[src/hw/rtl/cpr_pkg.sv]
// ----------------------------------------------------------------------------
// cpr_pkg
// Shared constants, types and codes of the clock page replacement unit.
// ----------------------------------------------------------------------------
package cpr_pkg;

    localparam int MAX_FRAMES  = 16;
    localparam int PAGE_BITS   = 16;
    localparam int CFG_W       = 5;
    localparam int FRAME_IDX_W = (MAX_FRAMES > 1) ? $clog2(MAX_FRAMES) : 1;
    localparam int CNT_W       = $clog2(MAX_FRAMES + 1);
    localparam int FAULT_W     = 16;
    localparam logic [CFG_W-1:0] FRAMES_RESET = CFG_W'(4);

    typedef enum logic [1:0] {
        OUT_HIT     = 2'd0,
        OUT_FILL    = 2'd1,
        OUT_REPLACE = 2'd2
    } outcome_t;

    typedef enum logic {
        ST_IDLE,
        ST_LOOKUP
    } state_t;

    // command broadcast to every cell
    typedef struct packed {
        logic [PAGE_BITS-1:0] page;
        logic                 do_hit;
        logic                 do_fill;
        logic                 do_replace;
        logic                 all_set;
    } cell_cmd_t;

    // where a cell stands relative to the hand and the frame count
    typedef struct packed {
        logic active;
        logic is_start;
        logic in_lo;
    } cell_pos_t;

    // signals handed from one cell to the next
    typedef struct packed {
        logic hit;
        logic free;
        logic seek_hi;
        logic seek_lo;
    } cell_chain_t;

endpackage

[src/hw/rtl/cpr_cell.sv]
// ----------------------------------------------------------------------------
// cpr_cell
// One page frame: page number, valid mark and use bit, with the compare,
// free-frame and second-chance sweep logic that ripples along the row.
// ----------------------------------------------------------------------------
module cpr_cell (
    input  logic                 clk,
    input  logic                 rst_n,
    input  logic                 commit,
    input  cpr_pkg::cell_cmd_t   cmd,
    input  cpr_pkg::cell_pos_t   pos,
    input  cpr_pkg::cell_chain_t chain_in,
    output cpr_pkg::cell_chain_t chain_out,
    output logic                 victim
);

    logic [cpr_pkg::PAGE_BITS-1:0] page_reg;
    logic                          valid_reg;
    logic                          use_reg;
    logic                          valid_next;
    logic                          use_next;
    logic                          load_page;

    logic my_hit;
    logic my_free;
    logic arrive_hi;
    logic arrive_lo;
    logic act_hi;
    logic clr;
    logic vic_hi;
    logic vic_lo;

    always_comb
    begin
        my_hit    = pos.active && valid_reg && (page_reg == cmd.page);
        my_free   = pos.active && !valid_reg;
        arrive_hi = pos.is_start || chain_in.seek_hi;
        act_hi    = pos.active && arrive_hi;
        arrive_lo = pos.in_lo && chain_in.seek_lo;
        vic_hi    = act_hi && !use_reg;
        vic_lo    = arrive_lo && !use_reg;
        clr       = (act_hi || arrive_lo) && use_reg;

        chain_out.hit     = chain_in.hit || my_hit;
        chain_out.free    = chain_in.free || my_free;
        chain_out.seek_hi = pos.active ? (act_hi && use_reg) : chain_in.seek_hi;
        chain_out.seek_lo = pos.in_lo ? (arrive_lo && use_reg) : chain_in.seek_lo;

        victim = vic_hi || vic_lo || (cmd.all_set && pos.is_start);
    end

    always_comb
    begin
        valid_next = valid_reg;
        use_next   = use_reg;
        load_page  = 1'b0;
        if (commit)
        begin
            if (cmd.do_hit && my_hit && !chain_in.hit)
            begin
                use_next = 1'b1;
            end
            else if (cmd.do_fill && my_free && !chain_in.free)
            begin
                valid_next = 1'b1;
                use_next   = 1'b1;
                load_page  = 1'b1;
            end
            else if (cmd.do_replace)
            begin
                if (victim)
                begin
                    use_next  = 1'b1;
                    load_page = 1'b1;
                end
                else if (clr)
                begin
                    use_next = 1'b0;
                end
            end
        end
    end

    always_ff @(posedge clk or negedge rst_n)
    begin
        if (!rst_n)
        begin
            valid_reg <= 1'b0;
            use_reg   <= 1'b0;
        end
        else
        begin
            valid_reg <= valid_next;
            use_reg   <= use_next;
        end
    end

    always_ff @(posedge clk)
    begin
        if (load_page)
        begin
            page_reg <= cmd.page;
        end
    end

endmodule

[src/hw/rtl/clock_page_replacement_unit.sv]
// ----------------------------------------------------------------------------
// clock_page_replacement_unit
// Clock (second-chance) page replacement over a row of frame cells.
// ----------------------------------------------------------------------------
// Each page reference is taken in the idle state, where its beat is registered;
// in the lookup state the row of frame cells resolves the lookup, the lowest
// free frame or the second-chance sweep from the hand in one ripple along
// the row and commits it, loading the outcome register. The lookup cycle
// waits while an earlier outcome beat is still held unread; the outcome
// register lets a new reference be taken while the last result waits.
// Frame storage needs no clearing pass after reset.
module clock_page_replacement_unit (
    input  logic                                 clk,
    input  logic                                 rst_n,
    input  logic                                 in_valid,
    output logic                                 in_ready,
    input  logic [cpr_pkg::PAGE_BITS-1:0]        page,
    output logic                                 out_valid,
    input  logic                                 out_ready,
    output logic [1:0]                           outcome,
    input  logic                                 cfg_we,
    input  logic [cpr_pkg::CFG_W-1:0]            cfg_wdata
);

    localparam int N = cpr_pkg::MAX_FRAMES;

    cpr_pkg::state_t                    state_reg, state_next;
    logic [cpr_pkg::PAGE_BITS-1:0]      page_reg;
    logic [cpr_pkg::CFG_W-1:0]          frames_reg;
    logic [cpr_pkg::FRAME_IDX_W-1:0]    hand_reg, hand_next;
    logic [cpr_pkg::FAULT_W-1:0]        fault_reg, fault_next;
    logic                               out_valid_reg, out_valid_next;
    cpr_pkg::outcome_t                  outcome_reg, outcome_next;

    logic [cpr_pkg::CNT_W-1:0]          n_eff;
    logic [cpr_pkg::FRAME_IDX_W-1:0]    hand_eff;
    logic [cpr_pkg::FRAME_IDX_W-1:0]    victim_idx;
    logic [cpr_pkg::FRAME_IDX_W-1:0]    step_from;
    logic [cpr_pkg::CNT_W-1:0]          step_inc;
    logic                               commit;
    logic                               any_hit;
    logic                               any_free;

    cpr_pkg::cell_cmd_t                 cmd;
    cpr_pkg::cell_pos_t                 pos     [N];
    cpr_pkg::cell_chain_t               chain_i [N];
    cpr_pkg::cell_chain_t               chain_o [N];
    logic [N-1:0]                       victim;

    always_comb
    begin
        if (frames_reg == '0)
        begin
            n_eff = cpr_pkg::CNT_W'(1);
        end
        else if (cpr_pkg::CNT_W'(frames_reg) > cpr_pkg::CNT_W'(N))
        begin
            n_eff = cpr_pkg::CNT_W'(N);
        end
        else
        begin
            n_eff = cpr_pkg::CNT_W'(frames_reg);
        end
        hand_eff = ({1'b0, hand_reg} >= n_eff) ? '0 : hand_reg;
    end

    generate
        for (genvar i = 0; i < N; i++)
        begin : g_cell
            assign pos[i].active   = cpr_pkg::CNT_W'(i) < n_eff;
            assign pos[i].is_start = cpr_pkg::FRAME_IDX_W'(i) == hand_eff;
            assign pos[i].in_lo    = cpr_pkg::FRAME_IDX_W'(i) < hand_eff;

            if (i == 0)
            begin : g_head
                assign chain_i[i].hit     = 1'b0;
                assign chain_i[i].free    = 1'b0;
                assign chain_i[i].seek_hi = 1'b0;
                assign chain_i[i].seek_lo = chain_o[N-1].seek_hi;
            end
            else
            begin : g_link
                assign chain_i[i] = chain_o[i-1];
            end

            cpr_cell u_cell (
                .clk       (clk),
                .rst_n     (rst_n),
                .commit    (commit),
                .cmd       (cmd),
                .pos       (pos[i]),
                .chain_in  (chain_i[i]),
                .chain_out (chain_o[i]),
                .victim    (victim[i])
            );
        end
    endgenerate

    always_comb
    begin
        any_hit        = chain_o[N-1].hit;
        any_free       = chain_o[N-1].free;
        cmd.page       = page_reg;
        cmd.do_hit     = any_hit;
        cmd.do_fill    = !any_hit && any_free;
        cmd.do_replace = !any_hit && !any_free;
        cmd.all_set    = chain_o[N-1].seek_lo;

        victim_idx = '0;
        for (int k = 0; k < N; k++)
        begin
            if (victim[k])
            begin
                victim_idx = victim_idx | cpr_pkg::FRAME_IDX_W'(k);
            end
        end
    end

    // hand steps past the victim on a replace, or past the hand on a fill, wrapping at the frame count
    always_comb
    begin
        step_from = cmd.do_replace ? victim_idx : hand_eff;
        step_inc  = cpr_pkg::CNT_W'(step_from) + cpr_pkg::CNT_W'(1);
    end

    always_comb
    begin
        state_next     = state_reg;
        hand_next      = hand_reg;
        fault_next     = fault_reg;
        out_valid_next = out_valid_reg;
        outcome_next   = outcome_reg;
        in_ready       = 1'b0;
        commit         = 1'b0;

        if (out_valid_reg && out_ready)
        begin
            out_valid_next = 1'b0;
        end

        unique case (state_reg)
            cpr_pkg::ST_IDLE:
            begin
                in_ready = 1'b1;
                if (in_valid)
                begin
                    state_next = cpr_pkg::ST_LOOKUP;
                end
            end
            cpr_pkg::ST_LOOKUP:
            begin
                if (!out_valid_reg || out_ready)
                begin
                    commit         = 1'b1;
                    out_valid_next = 1'b1;
                    state_next     = cpr_pkg::ST_IDLE;
                    if (cmd.do_hit)
                    begin
                        outcome_next = cpr_pkg::OUT_HIT;
                    end
                    else
                    begin
                        hand_next = (step_inc >= n_eff) ? '0
                                  : step_inc[cpr_pkg::FRAME_IDX_W-1:0];
                        if (cmd.do_fill)
                        begin
                            outcome_next = cpr_pkg::OUT_FILL;
                        end
                        else
                        begin
                            outcome_next = cpr_pkg::OUT_REPLACE;
                            if (fault_reg != '1)
                            begin
                                fault_next = fault_reg + cpr_pkg::FAULT_W'(1);
                            end
                        end
                    end
                end
            end
            default:
            begin
                state_next = cpr_pkg::ST_IDLE;
            end
        endcase
    end

    always_ff @(posedge clk or negedge rst_n)
    begin
        if (!rst_n)
        begin
            state_reg     <= cpr_pkg::ST_IDLE;
            frames_reg    <= cpr_pkg::FRAMES_RESET;
            hand_reg      <= '0;
            fault_reg     <= '0;
            out_valid_reg <= 1'b0;
            outcome_reg   <= cpr_pkg::OUT_HIT;
        end
        else
        begin
            state_reg     <= state_next;
            hand_reg      <= hand_next;
            fault_reg     <= fault_next;
            out_valid_reg <= out_valid_next;
            outcome_reg   <= outcome_next;
            if (cfg_we)
            begin
                frames_reg <= cfg_wdata;
            end
        end
    end

    always_ff @(posedge clk)
    begin
        if (in_valid && in_ready)
        begin
            page_reg <= page;
        end
    end

    assign out_valid = out_valid_reg;
    assign outcome   = outcome_reg;

endmodule

[config.mk]
export PLATFORM = sky130hd
export DESIGN_NAME = clock_page_replacement_unit
export DESIGN_NICKNAME = d
export VERILOG_FILES = /design/src/hw/rtl/cpr_pkg.sv /design/src/hw/rtl/cpr_cell.sv /design/src/hw/rtl/clock_page_replacement_unit.sv
export SDC_FILE = /design/constraint.sdc
export NUM_CORES = 1
export LEC_CHECK = 0
export ABC_CLOCK_PERIOD_IN_PS = 5900
export BUFFER_PORTS_ARGS = -buffer_cell sky130_fd_sc_hd__buf_2
export CORE_ASPECT_RATIO = 1.2
export CORE_MARGIN = 4
export CORE_UTILIZATION = 57
export DETAILED_ROUTE_END_ITERATION = 8
export PLACE_DENSITY = 0.73
export SYNTH_ARGS = -nofsm -noshare
export SYNTH_HDL_FRONTEND = slang
export SYNTH_SLANG_ARGS = --single-unit
[constraint.sdc]
create_clock -name clk -period 5.9 [get_ports clk]
set_input_delay 0.295 -clock clk [delete_from_list [all_inputs] [get_ports clk]]
set_output_delay 0.295 -clock clk [all_outputs]
set_load 0.02 [all_outputs]
After elaboration in Yosys (flattened, before gate mapping)

Cells that the tools add are included.

Flip-flop bits (word level): 317
Input bits: 26
Logic and storage cells: 831

$add $sub $neg: 1
$lt $le $gt $ge: 35
Eq/ne operators: 31
Mux-type cells: 223
Bitwise operators: 18
Reduce and logical (&&, ||, !) cells: 469

Operator list:

| cell               | count |
|---|---|
| $eq 16x16->1       | 16 |
| $logic_and 1x1->1  | 242 |
| $mux 1             | 201 |
| $reduce_and 3->1   | 33 |
| $logic_or 1x1->1   | 94 |
| $logic_not 1->1    | 65 |
| $reduce_bool 4->1  | 16 |
| $reduce_bool 3->1  | 16 |
| $mux 4             | 11 |
| $lt 4x5->1 const A | 8 |
| $eq 4x4->1 const A | 8 |
| $lt 4x4->1 const A | 8 |
| $lt 3x5->1 const A | 4 |
| $not 1->1          | 18 |
| $eq 3x4->1 const A | 4 |
| $lt 3x4->1 const A | 4 |
| $mux 3             | 4 |
| $lt 1x5->1 const A | 2 |
| $lt 2x5->1 const A | 2 |
| $mux 5             | 2 |
| $eq 2x4->1 const A | 2 |
| $lt 1x4->1 const A | 2 |
| $lt 2x4->1 const A | 2 |
| $mux 2             | 4 |
| 9 further kinds    | 9 |

Logic depth before layout (Yosys ltp)

Gate-level depths: netlist (run 1).

Word-level depth: 138
Gate-level depth with buffers: 29

Modules after synthesis

A second synthesis (run 1) with hierarchy kept.

Cells, all modules: 1241
Area total of the unflattened synthesis: 15514.9 µm²

By module, submodules not included:

| module                      | instances | cells an instance | area each (µm²) | seq. area each (µm²) |
|---|---|---|---|---|
| cpr_cell                    | 16        | 65                | 855.8           | 530.5 |
| clock_page_replacement_unit | 1         | 201               | 1821.7          | 807.0 |

Least setup slack after synthesis (run 1)

OpenSTA, ideal clock, no wires.

Path type: flip-flop to flip-flop
Start point: register frames_reg[2] (netlist name)
End point: register g_cell[10].u_cell.page_reg[0] (netlist name) (enable)
Library setup time: 409 ps
Arrival time: 5170 ps
Required time: 5491 ps
Slack: 321 ps
Stages on the path, launching flop included: 19
Path buffers: 1
Clock period less this slack: 5579 ps
Path through: dfstp_2 -> buf_2 -> or2_2 -> nor2_1 -> nor2_1 -> nor2_1 -> ha_1 -> nand2b_4 -> a2111oi_4 -> o21ai_2 -> o32a_1 -> or3_1 -> nor3_4 -> nor3b_4 -> a211oi_4 -> a21oi_1 -> o22ai_1 -> a21oi_1 -> nor3_1

Cells in the longest elaborated chain, start to end: 124
Elaborated cells on any way between the ends: 263
Those cells by class: 34 x order compare; 15 x eq/ne; 40 x mux; 174 x reduce/logical

Ends and longest elaborated chain:

| item                            | RTL line                           | text |
|---|---|---|
| start, declared                 | clock_page_replacement_unit.sv:29  | `logic [cpr_pkg::CFG_W-1:0] frames_reg;` |
| start signal, assigned          | clock_page_replacement_unit.sv:192 | `frames_reg <= cpr_pkg::FRAMES_RESET;` |
| start signal, assigned          | clock_page_replacement_unit.sv:207 | `frames_reg <= cfg_wdata;` |
| $gt 5x5->1                      | clock_page_replacement_unit.sv:56  | `else if (cpr_pkg::CNT_W'(frames_reg) > cpr_pkg::CNT_W'(N))` |
| $mux 5                          | clock_page_replacement_unit.sv:56  |  |
| $mux 5 *                        | clock_page_replacement_unit.sv:52  | `if (frames_reg == '0)` |
| $ge 4x5->1                      | clock_page_replacement_unit.sv:64  | `hand_eff = ({1'b0, hand_reg} >= n_eff) ? '0 : hand_reg;` |
| $mux 4                          | clock_page_replacement_unit.sv:64  |  |
| $logic_not 4->1                 | clock_page_replacement_unit.sv:71  | `assign pos[i].is_start = cpr_pkg::FRAME_IDX_W'(i) == hand_eff;` |
| $logic_and 1x1->1               | cpr_cell.sv:38                     | `act_hi = pos.active && arrive_hi;` |
| $logic_and 1x1->1               | cpr_cell.sv:46                     | `chain_out.seek_hi = pos.active ? (act_hi && use_reg) : chain_in.seek_hi;` |
| (+109 left out)                 | --                                 |  |
| $logic_and 1x1->1               | cpr_cell.sv:49                     | `victim = vic_hi \|\| vic_lo \|\| (cmd.all_set && pos.is_start);` |
| $logic_or 1x1->1                | cpr_cell.sv:49                     |  |
| $mux 1                          | cpr_cell.sv:71                     | `if (victim)` |
| $mux 1                          | cpr_cell.sv:69                     | `else if (cmd.do_replace)` |
| $mux 1                          | cpr_cell.sv:63                     | `else if (cmd.do_fill && my_free && !chain_in.free)` |
| $mux 1 *                        | cpr_cell.sv:59                     | `if (cmd.do_hit && my_hit && !chain_in.hit)` |
| $mux 1 *                        | cpr_cell.sv:57                     | `if (commit)` |
| via g_cell[10].u_cell.load_page | cpr_cell.sv:22                     | `logic load_page;` |
| end signal, assigned            | cpr_cell.sv:102                    | `page_reg <= cmd.page;` |
| end, declared                   | cpr_cell.sv:17                     | `logic [cpr_pkg::PAGE_BITS-1:0] page_reg;` |

Mark *: on every way through the listed nets, which the timed path passes. The rest lies on a longest branch.
A chain may end at the register's enable or synchronous reset.

Worst setup path in the final report (run 1)

Start point: register frames_reg[1] (netlist name)
End point: register hand_reg[0] (netlist name)

Cells in the longest elaborated chain, start to end: 138
Elaborated cells on any way between the ends: 342
Those cells by class: 1 x add/sub; 35 x order compare; 15 x eq/ne; 52 x mux; 1 x bitwise; 238 x reduce/logical

Ends and longest elaborated chain:

| item                 | RTL line                           | text |
|---|---|---|
| $gt 5x5->1           | clock_page_replacement_unit.sv:56  |  |
| $mux 5               | clock_page_replacement_unit.sv:56  |  |
| $mux 5 *             | clock_page_replacement_unit.sv:52  |  |
| $ge 4x5->1           | clock_page_replacement_unit.sv:64  |  |
| $mux 4               | clock_page_replacement_unit.sv:64  |  |
| $logic_not 4->1      | clock_page_replacement_unit.sv:71  |  |
| $logic_and 1x1->1    | cpr_cell.sv:38                     |  |
| $logic_and 1x1->1    | cpr_cell.sv:46                     |  |
| (+111 left out)      | --                                 |  |
| $mux 1               | clock_page_replacement_unit.sv:112 | `if (victim[k])` |
| $mux 2 (2 in series) | clock_page_replacement_unit.sv:112 |  |
| $mux 3 (4 in series) | clock_page_replacement_unit.sv:112 |  |
| $mux 4 (8 in series) | clock_page_replacement_unit.sv:112 |  |
| $mux 4               | clock_page_replacement_unit.sv:122 | `step_from = cmd.do_replace ? victim_idx : hand_eff;` |
| $add 4x1->5          | clock_page_replacement_unit.sv:123 | `step_inc = cpr_pkg::CNT_W'(step_from) + cpr_pkg::CNT_W'(1);` |
| $ge 5x5->1           | clock_page_replacement_unit.sv:163 | `hand_next = (step_inc >= n_eff) ? '0` |
| $mux 4               | clock_page_replacement_unit.sv:163 |  |
| end signal, assigned | clock_page_replacement_unit.sv:201 | `hand_reg <= hand_next;` |
| end, declared        | clock_page_replacement_unit.sv:30  | `logic [cpr_pkg::FRAME_IDX_W-1:0] hand_reg, hand_next;` |

Every way passes the cells marked *; elsewhere a longest branch is shown, timed or not.

==> results of run 1 <==
-- per-stage QoR --
| step | util (%) | hold slack, ps | setup WS [ps] | power [mW] |
|---|---|---|---|---|
| after detailed placement | 64.0 | 430 | -23.6 | 5.87 |
| final | 69.4 | 24.0 | 306 | 7.98 |
| after CTS | 68.7 | 15.9 | 13.3 | 7.86 |
| after floorplan | - | -0.591 | 321 | 4.66 |
| after global placement | 64.0 | 425 | 41.1 | 5.85 |
| after global routing | 69.4 | 35.8 | -41.6 | 8.34 |
-- critical path, delay by kind of cell, from the launching register on --
family	cells	cell delay [ps]
and+or+nand+nor	13	2050
AOI/OAI and AO/OA	8	1440
buffers and inverters	7	1040
adders and majority gates	2	500
DFF	1	370
xor gates and xnor gates	1	130
-- cells in the mapped netlist, types with 14 or more instances --
| cell | instances | area share, % |
|---|---|---|
| nor4_1 | 38 | 1.5 |
| buf_2 | 31 | 0.96 |
| nand2_1 | 98 | 2.3 |
| and3_1 | 15 | 0.58 |
| xnor2_1 | 152 | 8.2 |
| dfrtp_1 | 44 | 6.8 |
| o21ai_0 | 41 | 1.3 |
| nor2_1 | 97 | 2.3 |
| nand2b_1 | 16 | 0.62 |
| nand4_1 | 41 | 1.6 |
| xor2_1 | 106 | 5.7 |
| a21oi_1 | 57 | 1.8 |
| clkbuf_1 | 31 | 0.72 |
| inv_1 | 14 | 0.33 |
| edfxtp_1 | 272 | 51 |
| nand3_1 | 43 | 1.3 |
| nor3_1 | 30 | 0.93 |
-- cell families after synthesis --
group | share of synthesized area [%]
simple gates | 14.6
flops | 57.5
xor+xnor | 14.0
compound gates | 10.5
buf+inv | 2.33
fa+ha+maj | 0.774
mux | 0.341
-- metal layers --
layer / routed length (µm) / share of wire (%) / vias to the layer above
li1: - / - / 5486
met1: 18400 / 37 / 5947
met2: 24700 / 49 / 594
met3: 3330 / 6.7 / 170
met4: 3610 / 7.2 / 0
met5: 0 / 0 / -
-- final cells by class --
class	count	share of cell area, %
Inverter	15	0.290
Antenna cell	1	0.0129
Timing Repair Buffer	245	9.88
Clock inverter	20	1.05
Sequential cell	317	48.0
Clock buffer	35	4.08
Multi-Input combinational cell	969	34.3
Tap cell	379	2.45
-- power groups by stage --
| stage | sequential [mW] | combinational, mW | clock [mW] |
|---|---|---|---|
| finish | 3.10 | 2.93 | 1.96 |
| global route | 3.12 | 3.13 | 2.09 |
| CTS | 3.09 | 2.80 | 1.97 |
| detailed placement | 3.13 | 2.74 | 0 |
| global placement | 3.12 | 2.73 | 0 |
| floorplan | 3.02 | 1.64 | 0 |
-- timing repair --
item | in CTS | in global routing
setup endpoints to repair | 3 | 4
gates resized for setup | 8 | 26
cloned | 1 | 0
hold endpoints to repair | 66 | 0
pin swaps | 5 | 13
setup buffers | 6 | 11
hold buffers | 23 | 0
-- worst paths after layout --
kind / start / to / slack, ps
max: frames_reg[1] / hand_reg[0] / 310
min: cfg_we / frames_reg[4] / 20
max reg2reg: frames_reg[1] / hand_reg[0] / 310
min reg2reg: g_cell[15].u_cell.valid_reg / g_cell[15].u_cell.valid_reg / 480
max in group asynchronous: rst_n / g_cell[13].u_cell.use_reg / 5040
min in group asynchronous: rst_n / frames_reg[0] / 360
==> summary.txt, run 1 <==
Final layout
  – NumNets Final: 1614
  – Design Area, Final: just under 0.02 mm²
  – Most frequent cells in the layout: 272 x edfxtp_1, 183 x buf_4, 151 x xnor2_1
  – P&R area growth vs syn: 19.9%
  – Sequential standard cell area: roughly 0.0093 mm²
  – Most common cell after layout, fill and taps aside: edfxtp_1
  – Finished Layout Cells: between 1.5k and 2k
  – Area occupied by multi-input gates: 0.00665 mm²
  – Layout cells sized above 1: about a fifth
  – Largest register FFs: roughly 260
  – Filler Cell Count: 1966

Power and ir drop
  – Pwr Density: ~400 mW/mm²
  – Maximum VDD drop: 337 µV
  – Internal power component: just over 5 mW
  – NetSw: between 2 and 3 mW
  – Comb power frac: about 37%
  – Sequential Power Share: about two fifths
  – Switch share: 36.2%
  – Clk pwr share: between 20% and 30%
  – P_leak: 6.86 nW

Clock network
  – Root Buffer: clkbuf_16
  – CTS tree: built
  – CTS buffer count: 30
  – Deepest clock path buffer count: 3
  – Sink Count: between 300 and 400
  – Later-pin clock latency in the skew report: about 570 ps
  – Worst-path clk slew: about 70 ps
  – H-tree depth: 1

GRT
  – Met1 usage: around two fifths
  – First-pass GRT wire length: roughly 76 mm
  – Pin count of the biggest net entering global routing: 46
  – Met3 Use GR: 4.51%
  – GR Util met2: between 50% and 60%
  – Initial antenna violation count: 1
  – Gr ovfl total: 0
  – GRT Total Usage: 32.4%
  – GRT busiest layer: met2
  – Vias in the first global route: approximately 12k

Synthesis
  – Flip-flop and latch count after synthesis: 317
  – Syn Inst Count: 1369
  – Post-synthesis net count: between 1k and 1.5k
  – Average size of a mapped cell: about 12 µm²
  – Post-synth EDFFs: 272
  – Yosys cell types: approximately 90
  – Synth Flop Type: edfxtp_1
  – FFs w/ async S/R, synth: between 10 and 15%
  – Synthesized cell area: ~0.016 mm²
  – Seq/Total Area, Yosys: between 50% and 60%
  – Yosys warning total: 0

Job
  – Max_cap viols: 0

Detailed routing
  – Vias: 12.2k
  – Routed len/inst: between 20 and 30 µm
  – Routed WL: approximately 50 mm
  – Starting DRT DRC Count: about 1.1k
  – DR vias/cell: between 6 and 7
  – First-pass DRT Iterations: 5
  – DRC: 0
  – DRT antenna net count: 0

Worst setup path
  – Max stage delay on crit path: approximately 400 ps
  – CP Capture Type: register
  – Most common cell type on the critical path: buf_4
  – R2R cell count: 31
  – Critical path peak fanout: 6
  – Crit Path Class: reg -> reg
  – CP arrival: just over 6000 ps
  – CP startpoint kind: register
  – Worst EP required: ~6400 ps
  – Slowest CP cell: or3_4

Timing
  – Slew HR: between 20% and 30%
  – Setup Total Neg Slack: 0 ps
  – Fin. Hold Viols: 0
  – Setup Viol. Count Final: 0
  – Max Slew Vio Count: 0
  – Final Critical Period: between 5000 and 6000 ps
  – Worst slew pin tran: 1080 ps
  – Fin crit share: ~95%
  – Worst Clk Skew: around 27 ps
  – Peak Freq: 179 MHz

Placed design
  – GP Congestion: approximately 1.1
  – Placed inst area: around 0.018 mm²
  – IO buf count: 29
  – Post-detail-place hpwl: 35.7 mm
  – Post-placement cell count: 1884

Floorplan
  – Std cell rows: 67
  – I/O pin count: 30
  – Starting Density: around 58%
  – Core Box Area: ~0.028 mm²
  – Width of the die: about 160 µm
  – Die ar.: slightly above 0.03 mm²
  – Die Ht: between 150 and 200 µm

Worst hold path
  – Worst Hold Path Cells: 2
  – HP Class: in -> reg

Status
  – Outcome: finished, final reports clean
No activity file was read; power rests on OpenSTA's default activity.
==> run 2, diff against run 1 <==
--- a/config.mk
+++ b/config.mk
@@ -11,6 +11,7 @@
 export CORE_MARGIN = 4
 export CORE_UTILIZATION = 57
 export DETAILED_ROUTE_END_ITERATION = 8
+export HOLD_SLACK_MARGIN = 0.03
 export PLACE_DENSITY = 0.73
 export SYNTH_ARGS = -nofsm -noshare
 export SYNTH_HDL_FRONTEND = slang
==> summary.txt, run 2 (same netlist as run 1, synthesis figures left out) <==
Detailed routing
  – First-pass DRT Iterations: 6 (+1)
  – DR vias/cell: 6.16 (about the same)
  – DRT antenna net count: 0 (unchanged)
  – DRC: 0 (unchanged)
  – Routed len/inst: 25.2 µm (-0.13%)
  – Routed WL: 50.0 mm (about the same)
  – Starting DRT DRC Count: 1104 (+3.6%)
  – Vias: 12.2k (+0.13%)

GRT
  – First-pass GRT wire length: 75.7 mm (about the same)
  – Gr ovfl total: 0 (unchanged)
  – Met3 Use GR: 4.51% (unchanged)
  – Pin count of the biggest net entering global routing: 46 (unchanged)
  – GRT Total Usage: 32.4% (about the same)
  – GR Util met2: 55.8% (unchanged)
  – GRT busiest layer: met2
  – Met1 usage: 38.8% (about the same)
  – Vias in the first global route: 12.4k (+0.024%)
  – Initial antenna violation count: 1 (unchanged)

Timing
  – Slew HR: 28.0% (+0.39 points)
  – Max Slew Vio Count: 0 (unchanged)
  – Peak Freq: 179 MHz (+0.16%)
  – Setup Viol. Count Final: 0 (unchanged)
  – Fin crit share: 94.7% (-0.15 points)
  – Worst Clk Skew: 25.2 ps (-1.56 ps)
  – Worst slew pin tran: 1080 ps (-0.775 ps)
  – Final Critical Period: 5580 ps (-8.84 ps)
  – Fin. Hold Viols: 0 (unchanged)

Status
  – Outcome: finished, final reports clean

Worst setup path
  – Most common cell type on the critical path: buf_4
  – Slowest CP cell: or3b_1
  – Worst EP required: 6390 ps (about the same)
  – Critical path peak fanout: 9 (+3)
  – Max stage delay on crit path: 390 ps (about the same)
  – CP startpoint kind: register
  – CP arrival: 6080 ps (about the same)
  – Crit Path Class: reg -> reg
  – CP Capture Type: register

Clock network
  – Root Buffer: clkbuf_16
  – H-tree depth: 1 (unchanged)
  – CTS tree: built
  – Sink Count: 317 (unchanged)
  – Deepest clock path buffer count: 3 (unchanged)
  – Worst-path clk slew: 70 ps (about the same)
  – Later-pin clock latency in the skew report: 560 ps (about the same)
  – CTS buffer count: 30 (unchanged)

Floorplan
  – Core Box Area: 0.0279 mm² (unchanged)
  – Die ar.: 0.0311 mm² (unchanged)
  – Starting Density: 57.9% (unchanged)
  – I/O pin count: 30 (unchanged)
  – Std cell rows: 67 (unchanged)
  – Width of the die: 162 µm (unchanged)
  – Die Ht: 192 µm (unchanged)

Final layout
  – Largest register FFs: 256 (unchanged)
  – P&R area growth vs syn: 20.0% (about the same)
  – NumNets Final: 1615 (+0.062%)
  – Layout cells sized above 1: 21.1% (about the same)
  – Core Util, Final: 69.5% (about the same)
  – Most common cell after layout, fill and taps aside: edfxtp_1
  – Most frequent cells in the layout: 272 x edfxtp_1, 183 x buf_4, 151 x xnor2_1
  – Design Area, Final: 0.0194 mm² (about the same)

Power and ir drop
  – Maximum VDD drop: 338 µV (+0.16%)
  – P_leak: 6.87 nW (about the same)
  – Pwr Density: 412 mW/mm² (about the same)

Worst hold path
  – HP Class: in -> reg

Job
  – Max_cap viols: 0 (unchanged)

Placed design
  – Post-detail-place hpwl: 35.7 mm (unchanged)
  – GP Congestion: 1.10 (unchanged)
  – IO buf count: 29 (unchanged)
  – Placed inst area: 0.0179 mm² (unchanged)
[run 2: what timing repair did]
action                                 4_1_cts  5_1_grt
setup endpoints to repair                    3        4
gates resized for setup                      8       26
pin swaps                                    5       13
gates cloned                                 1        0
hold buffers                                24        0
endpoints found under the hold margin       66        0
setup buffers                                6       11
[run 2: power breakdown]
part	internal [mW]	switching, mW
clock network	1.13	0.830
registers	2.80	0.299
logic	1.16	1.76
total	5.09	2.89
[run 2: metal layers]
metal | wire length, µm | part of all wire [%]
met3 | 3190 | 6.4
met2 | 24500 | 49
met4 | 3710 | 7.4
met1 | 18600 | 37
met5 | 0 | 0
[run 2: per-stage QoR]
| step | hold WS, ps | power [mW] | std cells | setup slack [ps] | setup TNS, ps |
|---|---|---|---|---|---|
| after floorplan | -0.591 | 4.66 | 1369 | 321 | 0 |
| after global placement | 425 | 5.85 | 1884 | 41.1 | 0 |
| after detailed placement | 430 | 5.87 | 1884 | -23.6 | -23.6 |
| after CTS | 40.9 | 7.86 | 1970 | 13.3 | 0 |
| after global routing | 70.5 | 8.34 | 1982 | -41.6 | -103 |
| final | 52.3 | 7.99 | 1982 | 315 | 0 |
[run 2: area by class of cell]
type | instances | area, µm²
Inverter | 15 | 56.3
Clock inverter | 20 | 204
Multi-Input combinational cell | 969 | 6650
Fill cell | 1965 | 8520
Clock buffer | 35 | 791
Timing Repair Buffer | 246 | 1920
Tap cell | 379 | 474
Antenna cell | 1 | 2.50
Sequential cell | 317 | 9300
[run 2: critical path: cells and delay by family (launching register included)]
| family | cells | cell delay, ps |
|---|---|---|
| buffers and inverters | 5 | 830 |
| DFF | 1 | 370 |
| and+or+nand+nor | 13 | 1960 |
| adders and majority gates | 3 | 680 |
| xor gates and xnor gates | 1 | 180 |
| AOI/OAI and AO/OA | 8 | 1480 |
[run 2: final timing paths]
check,start,endpoint,slack [ps],depth (start not counted)
max,frames_reg[1],hand_reg[0],320,30
min,out_ready,out_valid,50,3
max reg2reg,frames_reg[1],hand_reg[0],320,30
min reg2reg,outcome[0],outcome[0],480,2
max in group asynchronous,rst_n,g_cell[13].u_cell.use_reg,5040,3
min in group asynchronous,rst_n,frames_reg[0],360,3
==> run 3, diff against run 2 <==
--- a/config.mk
+++ b/config.mk
@@ -11,6 +11,7 @@
 export CORE_MARGIN = 4
 export CORE_UTILIZATION = 57
 export DETAILED_ROUTE_END_ITERATION = 8
+export GPL_TIMING_DRIVEN = 0
 export HOLD_SLACK_MARGIN = 0.03
 export PLACE_DENSITY = 0.73
 export SYNTH_ARGS = -nofsm -noshare
==> summary.txt, run 3 (same netlist as run 1, synthesis figures left out) <==
Timing
  – Final Critical Period: 5830 ps (+248 ps)
  – Slew HR: 25.1% (-2.9 points)
  – Fin. Hold Viols: 0 (unchanged)
  – Max Slew Vio Count: 0 (unchanged)
  – Final worst slack: 67.4 ps (-248 ps)
  – Worst Clk Skew: 18.5 ps (-6.71 ps)
  – Worst slew pin tran: 1120 ps (+43.5 ps)
  – Fin crit share: 98.9% (+4.2 points)
  – Peak Freq: 171 MHz (-4.2%)
  – RSZ-0062 raised after global routing: true
  – Setup Viol. Count Final: 0 (unchanged)

Power and ir drop
  – Maximum VDD drop: 451 µV (+34%)
  – Overall power: 7.98 mW (-0.10%)
  – Switch share: 37.8% (+1.6 points)
  – Internal power component: 4.96 mW (-2.6%)
  – Comb power frac: 38.7% (+2.0 points)
  – Clk pwr share: 23.6% (-1.0 points)
  – Pwr Density: 412 mW/mm² (about the same)
  – P_leak: 6.63 nW (-3.5%)
  – NetSw: 3.02 mW (+4.3%)
  – Sequential Power Share: 37.6% (-1.2 points)

Floorplan
  – Die ar.: 0.0311 mm² (unchanged)
  – Starting Density: 57.9% (unchanged)
  – Core Box Area: 0.0279 mm² (unchanged)
  – Std cell rows: 67 (unchanged)
  – I/O pin count: 30 (unchanged)
  – Width of the die: 162 µm (unchanged)
  – Die Ht: 192 µm (unchanged)

GRT
  – First-pass GRT wire length: 75.8 mm (about the same)
  – Gr ovfl total: 0 (unchanged)
  – Initial antenna violation count: 1 (unchanged)
  – GRT Total Usage: 33.3% (+0.84 points)
  – Pin count of the biggest net entering global routing: 46 (unchanged)
  – Vias in the first global route: 11.8k (-4.8%)

Detailed routing
  – DRT antenna net count: 0 (unchanged)
  – Routed WL: 52.3 mm (+4.5%)
  – DR vias/cell: 6.28 (+1.9%)
  – DRC: 0 (unchanged)
  – Routed len/inst: 26.8 µm (+6.2%)
  – First-pass DRT Iterations: 8 (+2)
  – Starting DRT DRC Count: 1320 (+20%)
  – Vias: 12.2k (+0.22%)

Placed design
  – IO buf count: 29 (unchanged)
  – GP Congestion: 0.968 (-12%)
  – Post-detail-place hpwl: 33.4 mm (-6.3%)
  – Placement Setup Slack: -1570 ps (-1550 ps)

Job
  – Max_cap viols: 0 (unchanged)

Worst setup path
  – Max stage delay on crit path: 430 ps (+40 ps)
  – WP buf/inv: 5 (unchanged)
  – CP startpoint kind: register
  – Critical path peak fanout: 8 (-1)
  – Worst EP required: 6390 ps (about the same)
  – Crit Path Class: reg -> reg
  – Family with the most delay on the worst path: simple AND/OR/NAND/NOR gates
  – Slowest CP cell: or3b_1
  – CP Capture Type: register
  – CP arrival: 6320 ps (+240 ps)

Final layout
  – NumNets Final: 1580 (-2.2%)
  – Core Util, Final: 69.4% (about the same)
  – Layout cells sized above 1: 20.3% (-0.82 points)
  – Filler Cell Count: 1972 (+0.36%)
  – Most common cell after layout, fill and taps aside: edfxtp_1
  – Most frequent cells in the layout: 272 x edfxtp_1, 151 x xnor2_1, 105 x xor2_1
  – Largest register FFs: 256 (unchanged)
  – P&R area growth vs syn: 19.9% (about the same)

Clock network
  – H-tree depth: 1 (unchanged)
  – Later-pin clock latency in the skew report: 570 ps (about the same)
  – CTS tree: built
  – Root Buffer: clkbuf_16
  – Deepest clock path buffer count: 3 (unchanged)
  – Worst-path clk slew: 60 ps (about the same)
  – CTS buffer count: 30 (unchanged)
  – Sink Count: 317 (unchanged)

Status
  – Outcome: finished, final reports clean

Worst hold path
  – HP Class: in -> reg
-- run 3: changes by cell type in the layout (fill, tap and decap cells not counted), sizes merged --
| cell | before | now |
|---|---|---|
| buf | 222 | 158 |
| clkbuf | 35 | 65 |
| nor3b | 7 | 6 |
| dlygate4sd3 | 24 | 25 |
| inv | 17 | 16 |
| diode | 1 | 2 |
| bufinv | 4 | 2 |
| clkinvlp | 1 | 3 |
| clkinv | 13 | 14 |
-- run 3: final cells by class --
type / instances / area, µm² / share of cell area [%]
sequential: 317 / 9300 / 48.0
multi-input combinational: 968 / 7010 / 36.2
timing repair buffer: 146 / 1250 / 6.46
clock buffer: 36 / 795 / 4.10
tap: 379 / 474 / 2.45
buffer: 66 / 332 / 1.71
clock inverter: 20 / 156 / 0.807
inverter: 15 / 60.1 / 0.310
antenna: 2 / 5.00 / 0.0258
-- run 3: worst paths after layout --
| check | start | endpoint | slack, ps | cells past startpoint |
|---|---|---|---|---|
| worst max register to register | frames_reg[1] | hand_reg[3] | 70 | 30 |
| worst min register to register | outcome[1] | outcome[1] | 470 | 1 |
| max in group asynchronous | rst_n | frames_reg[4] | 4680 | 2 |
| worst min-delay path | cfg_we | frames_reg[1] | 90 | 2 |
| worst max-delay path | frames_reg[1] | hand_reg[3] | 70 | 30 |
| min in group asynchronous | rst_n | frames_reg[1] | 480 | 2 |
-- run 3: power by group through the flow --
stage	clock (mW)	sequential [mW]	combinational, mW
after floorplan	0	3.02	1.64
after global placement	0	3.14	2.35
after detailed placement	0	3.15	2.38
after CTS	1.88	3.01	2.75
after global routing	2.00	3.02	3.29
final	1.88	3.00	3.09
-- run 3: layer usage --
metal / vias to the layer above / routed length (µm) / global-route usage [%]
met2: 691 / 25800 / 58.6
met4: 0 / 3960 / 18.8
met3: 206 / 3960 / 5.13
li1: 5406 / - / -
met1: 5937 / 18500 / 39.1
met5: - / 0 / 0
-- run 3: what timing repair did --
action	4_1_cts	5_1_grt
setup buffers	53	32
endpoints found under the setup margin	256	37
hold buffers	25	0
endpoints found under the hold margin	67	0
resized for setup	63	49
pin swaps	25	30
cloned	1	0
-- run 3: stage by stage --
stage | hold WS [ps] | instance area (µm²) | cells | setup TNS, ps
2_1_floorplan | -0.591 | 16200 | 1369 | 0
3_3_place_gp | 453 | 16800 | 1777 | -245830
3_5_place_dp | 460 | 16900 | 1782 | -117700
4_1_cts | 69.9 | 18800 | 1915 | 0
5_1_grt | 86.2 | 19400 | 1947 | -318
6_report | 86.4 | 19400 | 1949 | 0
-- run 3: worst reg2reg max path, delay by kind of cell, from the launching register on --
kind | cells | cell delay, ps
AND/OR/NAND/NOR | 13 | 1970
AO/OA/AOI/OAI | 9 | 1860
buffers and inverters | 5 | 810
adder cells (fa/ha/maj) | 3 | 700
flip-flops | 1 | 410
